File: config.mk
export PLATFORM = sky130hd
export DESIGN_NAME = name_and_path_validator_top
export DESIGN_NICKNAME = d
export VERILOG_FILES = /design/src/rtl/npv_pkg.sv /design/src/rtl/npv_char_class.sv /design/src/rtl/name_and_path_validator_top.sv
export SDC_FILE = /design/constraint.sdc
export NUM_CORES = 1
export LEC_CHECK = 0
export BUFFER_PORTS_ARGS = -buffer_cell sky130_fd_sc_hd__buf_2
export CAP_MARGIN = 20
export CORE_ASPECT_RATIO = 0.5
export CORE_MARGIN = 1
export CORE_UTILIZATION = 55
export CTS_CLUSTER_SIZE = 14
export DETAILED_ROUTE_END_ITERATION = 8
export PLACE_DENSITY = 0.75
export SLEW_MARGIN = 20
export SYNTH_ARGS = -nofsm -noshare
export SYNTH_HDL_FRONTEND = slang
export SYNTH_SLANG_ARGS = --single-unit
File: constraint.sdc
create_clock -name clk -period 2.8 [get_ports clk]
set_input_delay 0.28 -clock clk [delete_from_list [all_inputs] [get_ports clk]]
set_output_delay 0.28 -clock clk [all_outputs]
set_load 0.02 [all_outputs]
File: src/rtl/npv_pkg.sv
// Shared constants, types and character helpers for the name/path validator.
`default_nettype none
package npv_pkg;

  // Length limits and counter widths
  localparam int NAME_MAX = 63;
  localparam int PATH_MAX = 255;
  localparam int CNT_W    = 9;
  localparam int SEG_W    = 2;
  localparam int STATUS_W = 3;

  // Characters with special meaning
  localparam logic [7:0] CH_DASH  = 8'h2D;
  localparam logic [7:0] CH_DOT   = 8'h2E;
  localparam logic [7:0] CH_SLASH = 8'h2F;
  localparam logic [7:0] CH_COLON = 8'h3A;
  localparam logic [7:0] CH_UNDER = 8'h5F;

  // Result codes
  typedef enum logic [STATUS_W-1:0] {
    ST_OK         = 3'd0,
    ST_EMPTY      = 3'd1,
    ST_TOO_LONG   = 3'd2,
    ST_LEAD_DASH  = 3'd3,
    ST_FORBIDDEN  = 3'd4,
    ST_SLASH_EDGE = 3'd5,
    ST_DOTDOT     = 3'd6,
    ST_NOT_LETTER = 3'd7
  } status_t;

  // Classification of one incoming byte
  typedef struct packed {
    logic allowed;
    logic is_dot;
    logic is_slash;
  } char_class_t;

  function automatic logic is_letter(input logic [7:0] c);
    return (c >= 8'h61 && c <= 8'h7A) || (c >= 8'h41 && c <= 8'h5A);
  endfunction

  function automatic logic is_digit(input logic [7:0] c);
    return c >= 8'h30 && c <= 8'h39;
  endfunction

endpackage
`default_nettype wire

File: src/rtl/npv_char_class.sv
// Byte classifier: allowed set per mode plus dot and slash detection.
`default_nettype none
module npv_char_class (
  input  logic [7:0]          char_byte,
  input  logic                path_mode,
  output npv_pkg::char_class_t cls
);
  import npv_pkg::*;

  logic base_ok;
  logic path_extra;

  // Letters, digits, dash and underscore pass in both modes
  assign base_ok = is_letter(char_byte) || is_digit(char_byte) ||
                   (char_byte == CH_DASH) || (char_byte == CH_UNDER);

  // Path mode also takes dot, slash and colon
  assign path_extra = (char_byte == CH_DOT) || (char_byte == CH_SLASH) ||
                      (char_byte == CH_COLON);

  always_comb begin
    cls.allowed  = base_ok || (path_mode && path_extra);
    cls.is_dot   = (char_byte == CH_DOT);
    cls.is_slash = (char_byte == CH_SLASH);
  end

endmodule
`default_nettype wire

File: src/rtl/name_and_path_validator_top.sv
// Top level of the name/dataset path validator: request stage, running flags, result register.
//
//  channel   | handshake                 | payload
//  ----------+---------------------------+----------------------------------
//  request   | item_valid / item_ready   | char_byte, last, empty_string
//  result    | result_valid/result_ready | status
//  config    | cfg_we (no wait)          | cfg_wdata (mode)
//
// One request per clock sustained, but for the stall below; status is registered in the
// result register when the string-ending request moves on from the request register.
// Synchronous active-high rst clears the mode, the running flags and both valid bits.
// item_ready drops only while a string-ending request waits behind a result that
// has not been taken; requests that end nothing always move on.
`default_nettype none
module name_and_path_validator_top (
  input  logic                          clk,
  input  logic                          rst,
  input  logic                          item_valid,
  output logic                          item_ready,
  input  logic [7:0]                    char_byte,
  input  logic                          last,
  input  logic                          empty_string,
  output logic                          result_valid,
  input  logic                          result_ready,
  output logic [npv_pkg::STATUS_W-1:0]  status,
  input  logic                          cfg_we,
  input  logic                          cfg_wdata
);
  import npv_pkg::*;

  localparam logic [CNT_W-1:0] NAME_LIM = CNT_W'(NAME_MAX);
  localparam logic [CNT_W-1:0] PATH_LIM = CNT_W'(PATH_MAX);
  localparam logic [SEG_W-1:0] SEG_SAT  = {SEG_W{1'b1}};
  localparam logic [SEG_W-1:0] SEG_TWO  = SEG_W'(2);

  // Mode register
  logic mode;

  // Request stage
  logic       stage_valid;
  logic [7:0] stage_char;
  logic       stage_last;
  logic       stage_empty;

  // Running flags for the current string
  logic [CNT_W-1:0] char_count;
  logic [7:0]       first_char;
  logic [SEG_W-1:0] seg_len;
  logic             seg_dots;
  logic             forbidden_seen;
  logic             dotdot_seen;

  logic [CNT_W-1:0] char_count_next;
  logic [7:0]       first_char_next;
  logic [SEG_W-1:0] seg_len_next;
  logic             seg_dots_next;
  logic             forbidden_seen_next;
  logic             dotdot_seen_next;
  logic             dotdot_final;

  logic [CNT_W-1:0] limit;
  char_class_t      cls;
  status_t          status_calc;
  logic             stage_ends;
  logic             stage_go;
  logic             load;

  npv_char_class u_cls (
    .char_byte (stage_char),
    .path_mode (mode),
    .cls       (cls)
  );

  // Flow control: a string end needs room in the result register
  assign stage_ends = stage_last | stage_empty;
  assign stage_go   = stage_valid & (~stage_ends | ~result_valid | result_ready);
  assign item_ready = ~stage_valid | stage_go;
  assign load       = item_valid & item_ready;

  // Flag updates for the byte in the stage
  always_comb begin
    limit               = mode ? PATH_LIM : NAME_LIM;
    char_count_next     = (char_count < limit + CNT_W'(1)) ? char_count + CNT_W'(1)
                                                           : char_count;
    first_char_next     = (char_count == '0) ? stage_char : first_char;
    forbidden_seen_next = forbidden_seen | ~cls.allowed;
    if (cls.is_slash) begin
      dotdot_seen_next = dotdot_seen | ((seg_len == SEG_TWO) & seg_dots);
      seg_len_next     = '0;
      seg_dots_next    = 1'b1;
    end else begin
      dotdot_seen_next = dotdot_seen;
      seg_len_next     = (seg_len == SEG_SAT) ? seg_len : seg_len + SEG_W'(1);
      seg_dots_next    = seg_dots & cls.is_dot;
    end
    // Last byte closes the open segment unless it was a slash
    dotdot_final = dotdot_seen_next |
                   (~cls.is_slash & (seg_len_next == SEG_TWO) & seg_dots_next);
  end

  // Status in order of precedence
  always_comb begin
    status_calc = ST_OK;
    if (stage_empty) begin
      status_calc = mode ? ST_OK : ST_EMPTY;
    end else if (!mode) begin
      if (char_count_next > NAME_LIM) begin
        status_calc = ST_TOO_LONG;
      end else if (first_char_next == CH_DASH || first_char_next == CH_DOT) begin
        status_calc = ST_LEAD_DASH;
      end else if (forbidden_seen_next) begin
        status_calc = ST_FORBIDDEN;
      end
    end else begin
      if (char_count_next > PATH_LIM) begin
        status_calc = ST_TOO_LONG;
      end else if (first_char_next == CH_SLASH || cls.is_slash) begin
        status_calc = ST_SLASH_EDGE;
      end else if (dotdot_final) begin
        status_calc = ST_DOTDOT;
      end else if (!is_letter(first_char_next)) begin
        status_calc = ST_NOT_LETTER;
      end else if (forbidden_seen_next) begin
        status_calc = ST_FORBIDDEN;
      end
    end
  end

  // Request payload register
  always_ff @(posedge clk) begin
    if (load) begin
      stage_char  <= char_byte;
      stage_last  <= last;
      stage_empty <= empty_string;
    end
  end

  // Result payload register
  always_ff @(posedge clk) begin
    if (stage_go && stage_ends) begin
      status <= status_calc;
    end
  end

  // Control, mode and running flags
  always_ff @(posedge clk) begin
    if (rst) begin
      mode           <= 1'b0;
      stage_valid    <= 1'b0;
      result_valid   <= 1'b0;
      char_count     <= '0;
      first_char     <= '0;
      seg_len        <= '0;
      seg_dots       <= 1'b1;
      forbidden_seen <= 1'b0;
      dotdot_seen    <= 1'b0;
    end else begin
      if (cfg_we) begin
        mode <= cfg_wdata;
      end
      if (item_ready) begin
        stage_valid <= item_valid;
      end
      // A new status fills the slot; otherwise it empties once taken
      result_valid <= (stage_go & stage_ends) | (result_valid & ~result_ready);
      if (stage_go) begin
        if (stage_ends) begin
          char_count     <= '0;
          first_char     <= '0;
          seg_len        <= '0;
          seg_dots       <= 1'b1;
          forbidden_seen <= 1'b0;
          dotdot_seen    <= 1'b0;
        end else begin
          char_count     <= char_count_next;
          first_char     <= first_char_next;
          seg_len        <= seg_len_next;
          seg_dots       <= seg_dots_next;
          forbidden_seen <= forbidden_seen_next;
          dotdot_seen    <= dotdot_seen_next;
        end
      end
    end
  end

endmodule
`default_nettype wire

[After elaboration in Yosys (flattened, before gate mapping)]
Index checks and enable logic that the tools add are counted.
Word-level totals
  register bits: 38
  input port bits: 16
  output and inout port bits: 5
Operators by class
  $add $sub $neg: 3
  $lt $le $gt $ge: 13
  eq/ne operators: 11
  muxes and demuxes: 23
  bitwise gates (word level): 22
  reductions and logical operators: 18
Operator list (number)
  $eq A8 B6 Y1 const B: 7
  $ge A8 B7 Y1 const B: 4
  $le A8 B7 Y1 const B: 4
  $mux W3: 9
  $mux W8: 3
  $mux W9: 2
  $logic_or A1 B1 Y1: 10
  $add A8 B1 Y9 const B: 1
  $add A9 B1 Y9 const B: 1
  $gt A9 B6 Y1 const B: 1
  $gt A9 B8 Y1 const B: 1
  $logic_not A9 Y1: 1
  $lt A9 B9 Y1: 1
  $and A1 B1 Y1: 8
  $eq A8 B7 Y1 const B: 1
  $ge A8 B6 Y1 const B: 1
  $le A8 B6 Y1 const B: 1
  $or A1 B1 Y1: 8
  $logic_and A1 B1 Y1: 7
  $eq A2 B2 Y1 const B: 3
  $mux W1: 6
  $mux W2: 3
  $not A1 Y1: 6
  $add A2 B1 Y2 const B: 1

[Longest topological paths before layout]
  depth after elaboration: 16
  depth in mapped cells: 8
  mapped depth without buffers: 8

[Hierarchy]
Synthesis repeated with hierarchy kept, for this count alone.
Second synthesis, totals
  cell total of the unflattened synthesis: 234
  area, all modules: 2145.8 µm²
Modules (own cells, without submodules)
  name_and_path_validator_top: times used 1, cells an instance 206, area an instance 1960.6 µm²
  npv_char_class: times used 1, cells an instance 28, area an instance 185.2 µm²

[Worst setup path before layout]
No wires, ideal clock.
  path kind: reg2reg
  start point: register char_count[6]
  end point: register status[2] (netlist bit) (data pin)
  library setup time: 0.152 ns
  arrival: 2.173 ns
  path slack: 0.475 ns
  cell stages (with the launch flop): 8
  buffers on the path: 0
  clock period less this slack: 2.325 ns
  path through: dfxtp_1 -> ha_1 -> o31a_1 -> or3b_4 -> nor2_8 -> a41oi_4 -> or4_1 -> o21ai_0
Between the ends
  cells in the longest elaborated chain, start to end: 11
  elaborated cells between the ends (all ways): 27
Ends and longest elaborated chain
  from (decl): RTL line name_and_path_validator_top.sv:46  | logic [CNT_W-1:0] char_count;
  from (signal assigned): RTL line name_and_path_validator_top.sv:175  | char_count <= char_count_next;
  $logic_not A9 Y1: RTL line name_and_path_validator_top.sv:85  | first_char_next = (char_count == '0) ? stage_char : first_char;
  $mux W8: RTL line name_and_path_validator_top.sv:85
  $ge A8 B7 Y1 / $le A8 B7 Y1 (equally long branches): RTL line npv_pkg.sv:39  | return (c >= 8'h61 && c <= 8'h7A) || (c >= 8'h41 && c <= 8'h5A);
  $logic_and A1 B1 Y1: RTL line npv_pkg.sv:39
  $logic_or A1 B1 Y1: RTL line npv_pkg.sv:39
  $mux W3: RTL line name_and_path_validator_top.sv:121  | end else if (!is_letter(first_char_next)) begin
  $mux W3: RTL line name_and_path_validator_top.sv:119  | end else if (dotdot_final) begin
  $mux W3: RTL line name_and_path_validator_top.sv:117  | end else if (first_char_next == CH_SLASH || cls.is_slash) begin
  $mux W3: RTL line name_and_path_validator_top.sv:115  | if (char_count_next > PATH_LIM) begin
  $mux W3 *: RTL line name_and_path_validator_top.sv:106  | end else if (!mode) begin
  $mux W3 *: RTL line name_and_path_validator_top.sv:104  | if (stage_empty) begin
  to (signal assigned): RTL line name_and_path_validator_top.sv:141  | status <= status_calc;
  to (decl): RTL line name_and_path_validator_top.sv:25  | output logic [npv_pkg::STATUS_W-1:0] status,
Mark *: on every way between the ends. The rest lies on a longest branch, timed or not.
A chain may end at the register's enable or synchronous reset.

[Final worst setup path]
  start point: register mode
  end point: register status[2] (netlist bit) (data pin)
Between the ends
  cells in the longest elaborated chain, start to end: 11
  elaborated cells between the ends (all ways): 19
Ends and longest elaborated chain
  from (decl): RTL line name_and_path_validator_top.sv:37  | logic mode;
  from (signal assigned): RTL line name_and_path_validator_top.sv:159  | mode <= cfg_wdata;
  branches (longest 9 deep; another with $add A8 B1 Y9)
  $mux W3 *: RTL line name_and_path_validator_top.sv:106
  $mux W3 *: RTL line name_and_path_validator_top.sv:104
Every way passes the cells marked *.

==> summary.txt <==
Yosys
  • Cells after Synth: 235
  • Average size of a mapped cell: 9.083 um^2
  • Register area share after synthesis: 0.4174
  • Simple-gate share of the synthesized area: 0.2550
  • Synth Flop Type: dfxtp_1
  • Ys async rst share: 0
  • Post-synthesis mux area share: 0.009379
  • Adder-Cell Fraction of Synth Area: 0.02345
  • Biggest area consumer among synthesized cells: dfxtp_1
  • Synth top area share: 0.2345
  • Ranking of synthesized cells by area: dfxtp_1, edfxtp_1, a21oi_1
  • Syn. warnings: 0
  • Number of flops mapped to enable cells by yosys: 13
  • Post-Syn Area: 2135 um^2
  • Seq cells post-synth: 38
  • Post-synthesis compound-gate area fraction: 0.2485
  • Syn nets: 255
  • Post-Synth XOR/XNOR Area: 0.01231
  • Netlist cell types: 61
  • Largest family of logic cells by synthesized area: simple AND/OR/NAND/NOR gates

GRT
  • Largest net degree at the start of global routing: 26
  • Vias in the first global route: 1720
  • Antenna violations before repair: 0
  • Total track usage: 0.2548
  • First-pass GRT wire length: 8045 um
  • Grt ovf: 0

Detailed routing
  • Routed vias: 1919
  • Routed Antenna Nets: 0
  • Drt pass-1 iters: 5
  • Final wirelength: 4840 um
  • Wirelength per Cell: 15.66 um
  • # DRC: 0
  • DRT iter0 DRCs: 99
  • Via-to-Cell Ratio: 6.210

Final layout
  • Number of fillers in the final layout: 292
  • Layout area overhead: 11.78%
  • Layout Nets: 277
  • Inserted Diodes: 0
  • Layout cells sized above 1: 0.1822

Worst setup path
  • Crit path capture type: register
  • CP startpoint kind: register
  • R2r setup slk: 0.22 ns
  • Crit path DAT: 2.72 ns
  • Crit path required time: 2.94 ns
  • Critical path class: register to register
  • Crit-path max FO: 6
  • Reg2reg start: mode
  • Reg2reg end: status[2]
  • Reg2Reg Depth: 8

Run
  • Max-cap check violation count: 0

Outcome
  • Outcome: completed

Timing
  • Fin crit share: 0.9227
  • Unrepaired setup endpoints after global routing: false
  • WHS: 0.1579 ns
  • Final Critical Period: 2.584 ns
  • Relative slew slack: 0.5951
  • Slew Viols, Final: 0
  • Worst slew pin tran: 0.6034 ns
  • Final setup viols: 0
  • Achievable Freq: 0.3870 GHz
  • Setup TNS: 0 ns
  • Clock skew: 0.003473 ns
  • Final Hold Vio Count: 0

Floorplan
  • I/O Pins: 21
  • Initial Util: 0.5986
  • Site row count: 15
  • Core box area: 3566 um^2
  • Chip height: 46.05 um
  • Horiz. Die Dim: 90.10 um
  • Die Area: 4149 um^2

Power
  • Peak supply drop: 0.2433 mV
  • Pleak: 0.8604 nW
  • Pwr dens: 459.4 nW/um^2

Min path
  • Hold Path Sink: stage_char[4]
  • Hold Startpoint: char_byte[4]
  • Hold Crit Depth: 1
  • Worst min-delay path class: input pin to register

Clock network
  • Skew-Pair Late Insertion Delay: 0.29 ns
  • TritonCTS buffer count: 5
  • H-tree depth: 2
  • CTS tree: built
  • Clock Sinks: 38
  • Bufs on Longest Clock Path: 2
  • Reg clk slew, reported paths: 0.07 ns
  • Cts hold-fix bufs: 0
  • Post-CTS sizing: 0
  • Post-CTS setup repair buffer count: 0
  • CTS root buf: clkbuf_8

Placed design
  • GP Congestion: 0.8936
  • Port Buf Inserts: 20
  • DP HPWL: 3508 um
==> final cells by class <==
type                       instances  area [um^2]  share of cell area
inverter                           7        26.28             0.01101
clock inverter                     2        8.758            0.003671
sequential                        38        890.9              0.3734
timing repair buffer              27        152.6             0.06397
tap                               51        63.81             0.02674
multi-input combinational        178         1171              0.4908
clock buffer                       6        72.57             0.03041
==> metal layers <==
layer,track usage,vias up,part of all wire
li1,-,933,-
met2,0.4366,62,0.45
met4,0.07742,0,0.0052
met3,0.05776,5,0.060
met5,0,-,0
met1,0.3333,919,0.48
==> registers in the layout (all words and copies together), names as in the netlist, 2 cells and up <==
register,count
first_char,8
seg_len,2
char_count,9
status,3
stage_char,8
==> stage by stage <==
stage	utilization	cell area, um^2	setup slack (ns)	total power [mW]	std cells
floorplan	-	2135	0.4748	0.7004	235
CTS	0.6691	2386	0.2509	1.099	309
global route	0.6691	2386	0.1271	1.139	309
global placement	0.6463	2305	0.3834	0.7377	301
finish	0.6691	2386	0.2163	1.096	309
detailed placement	0.6463	2305	0.2852	0.7410	301
==> how the worst max path moves through the flow <==
stage | startpoint | to | slack, ns | cells past startpoint
after floorplan | char_count[6] | status[2] | 0.47 | 7
after global placement | char_count[6] | status[2] | 0.38 | 7
after detailed placement | mode | status[2] | 0.29 | 8
after CTS | mode | status[2] | 0.25 | 8
after global routing | mode | status[2] | 0.13 | 8
final | mode | status[2] | 0.22 | 8
==> cell usage in the layout (no fill, tap or decap), types with 3 or more instances in the layout <==
cell type   n
nand3b_1    3
a21oi_1    22
nor3_1      8
a311oi_1    3
inv_1       7
ha_1        4
dfxtp_1    25
or4_1       3
buf_2      20
nand3_1     4
o21ai_0    11
a22oi_1     8
or3_1       3
nand4_1     3
nand2_1    16
clkbuf_8    5
nor2_1     29
buf_4       7
nand2b_1    6
edfxtp_1   13
==> power breakdown <==
group	switching (mW)	leakage [nW]	internal, mW
Clock	0.194	0.0426	0.171
Combinational	0.0717	0.489	0.0502
Sequential	0.0203	0.329	0.589
Total	0.286	0.860	0.811
==> cell usage after synthesis (3+ instances only) <==
library cell  count
inv_1             7
or4_1             3
a311oi_1          3
nand3_1           4
nand3b_1          3
a21oi_1          22
clkbuf_1         11
nor3_1            8
nand2b_1          6
o21ai_0          11
ha_1              4
nand4_1           3
edfxtp_1         13
dfxtp_1          25
or3_1             3
nor2_1           29
nand2_1          16
a22oi_1           8
==> kinds of logic after synthesis <==
kind of cell,Yosys count
adder cells (fa/ha/maj),4
XOR/XNOR,3
multiplexers,2
flip-flops,38
buffers and inverters,19
AO/OA/AOI/OAI,73
AND/OR/NAND/NOR,96
==> worst max-delay path, stage by stage, from the launching register on <==
cell and delay [ns]:
dfxtp_1 0.45, inv_1 0.18, ha_1 0.32, o31a_1 0.15, and4bb_2 0.35, mux2i_1 0.33, a41oi_4 0.07, or4_1 0.50
o21ai_0 0.09
Note: power is estimated with default switching activity, not from simulation.
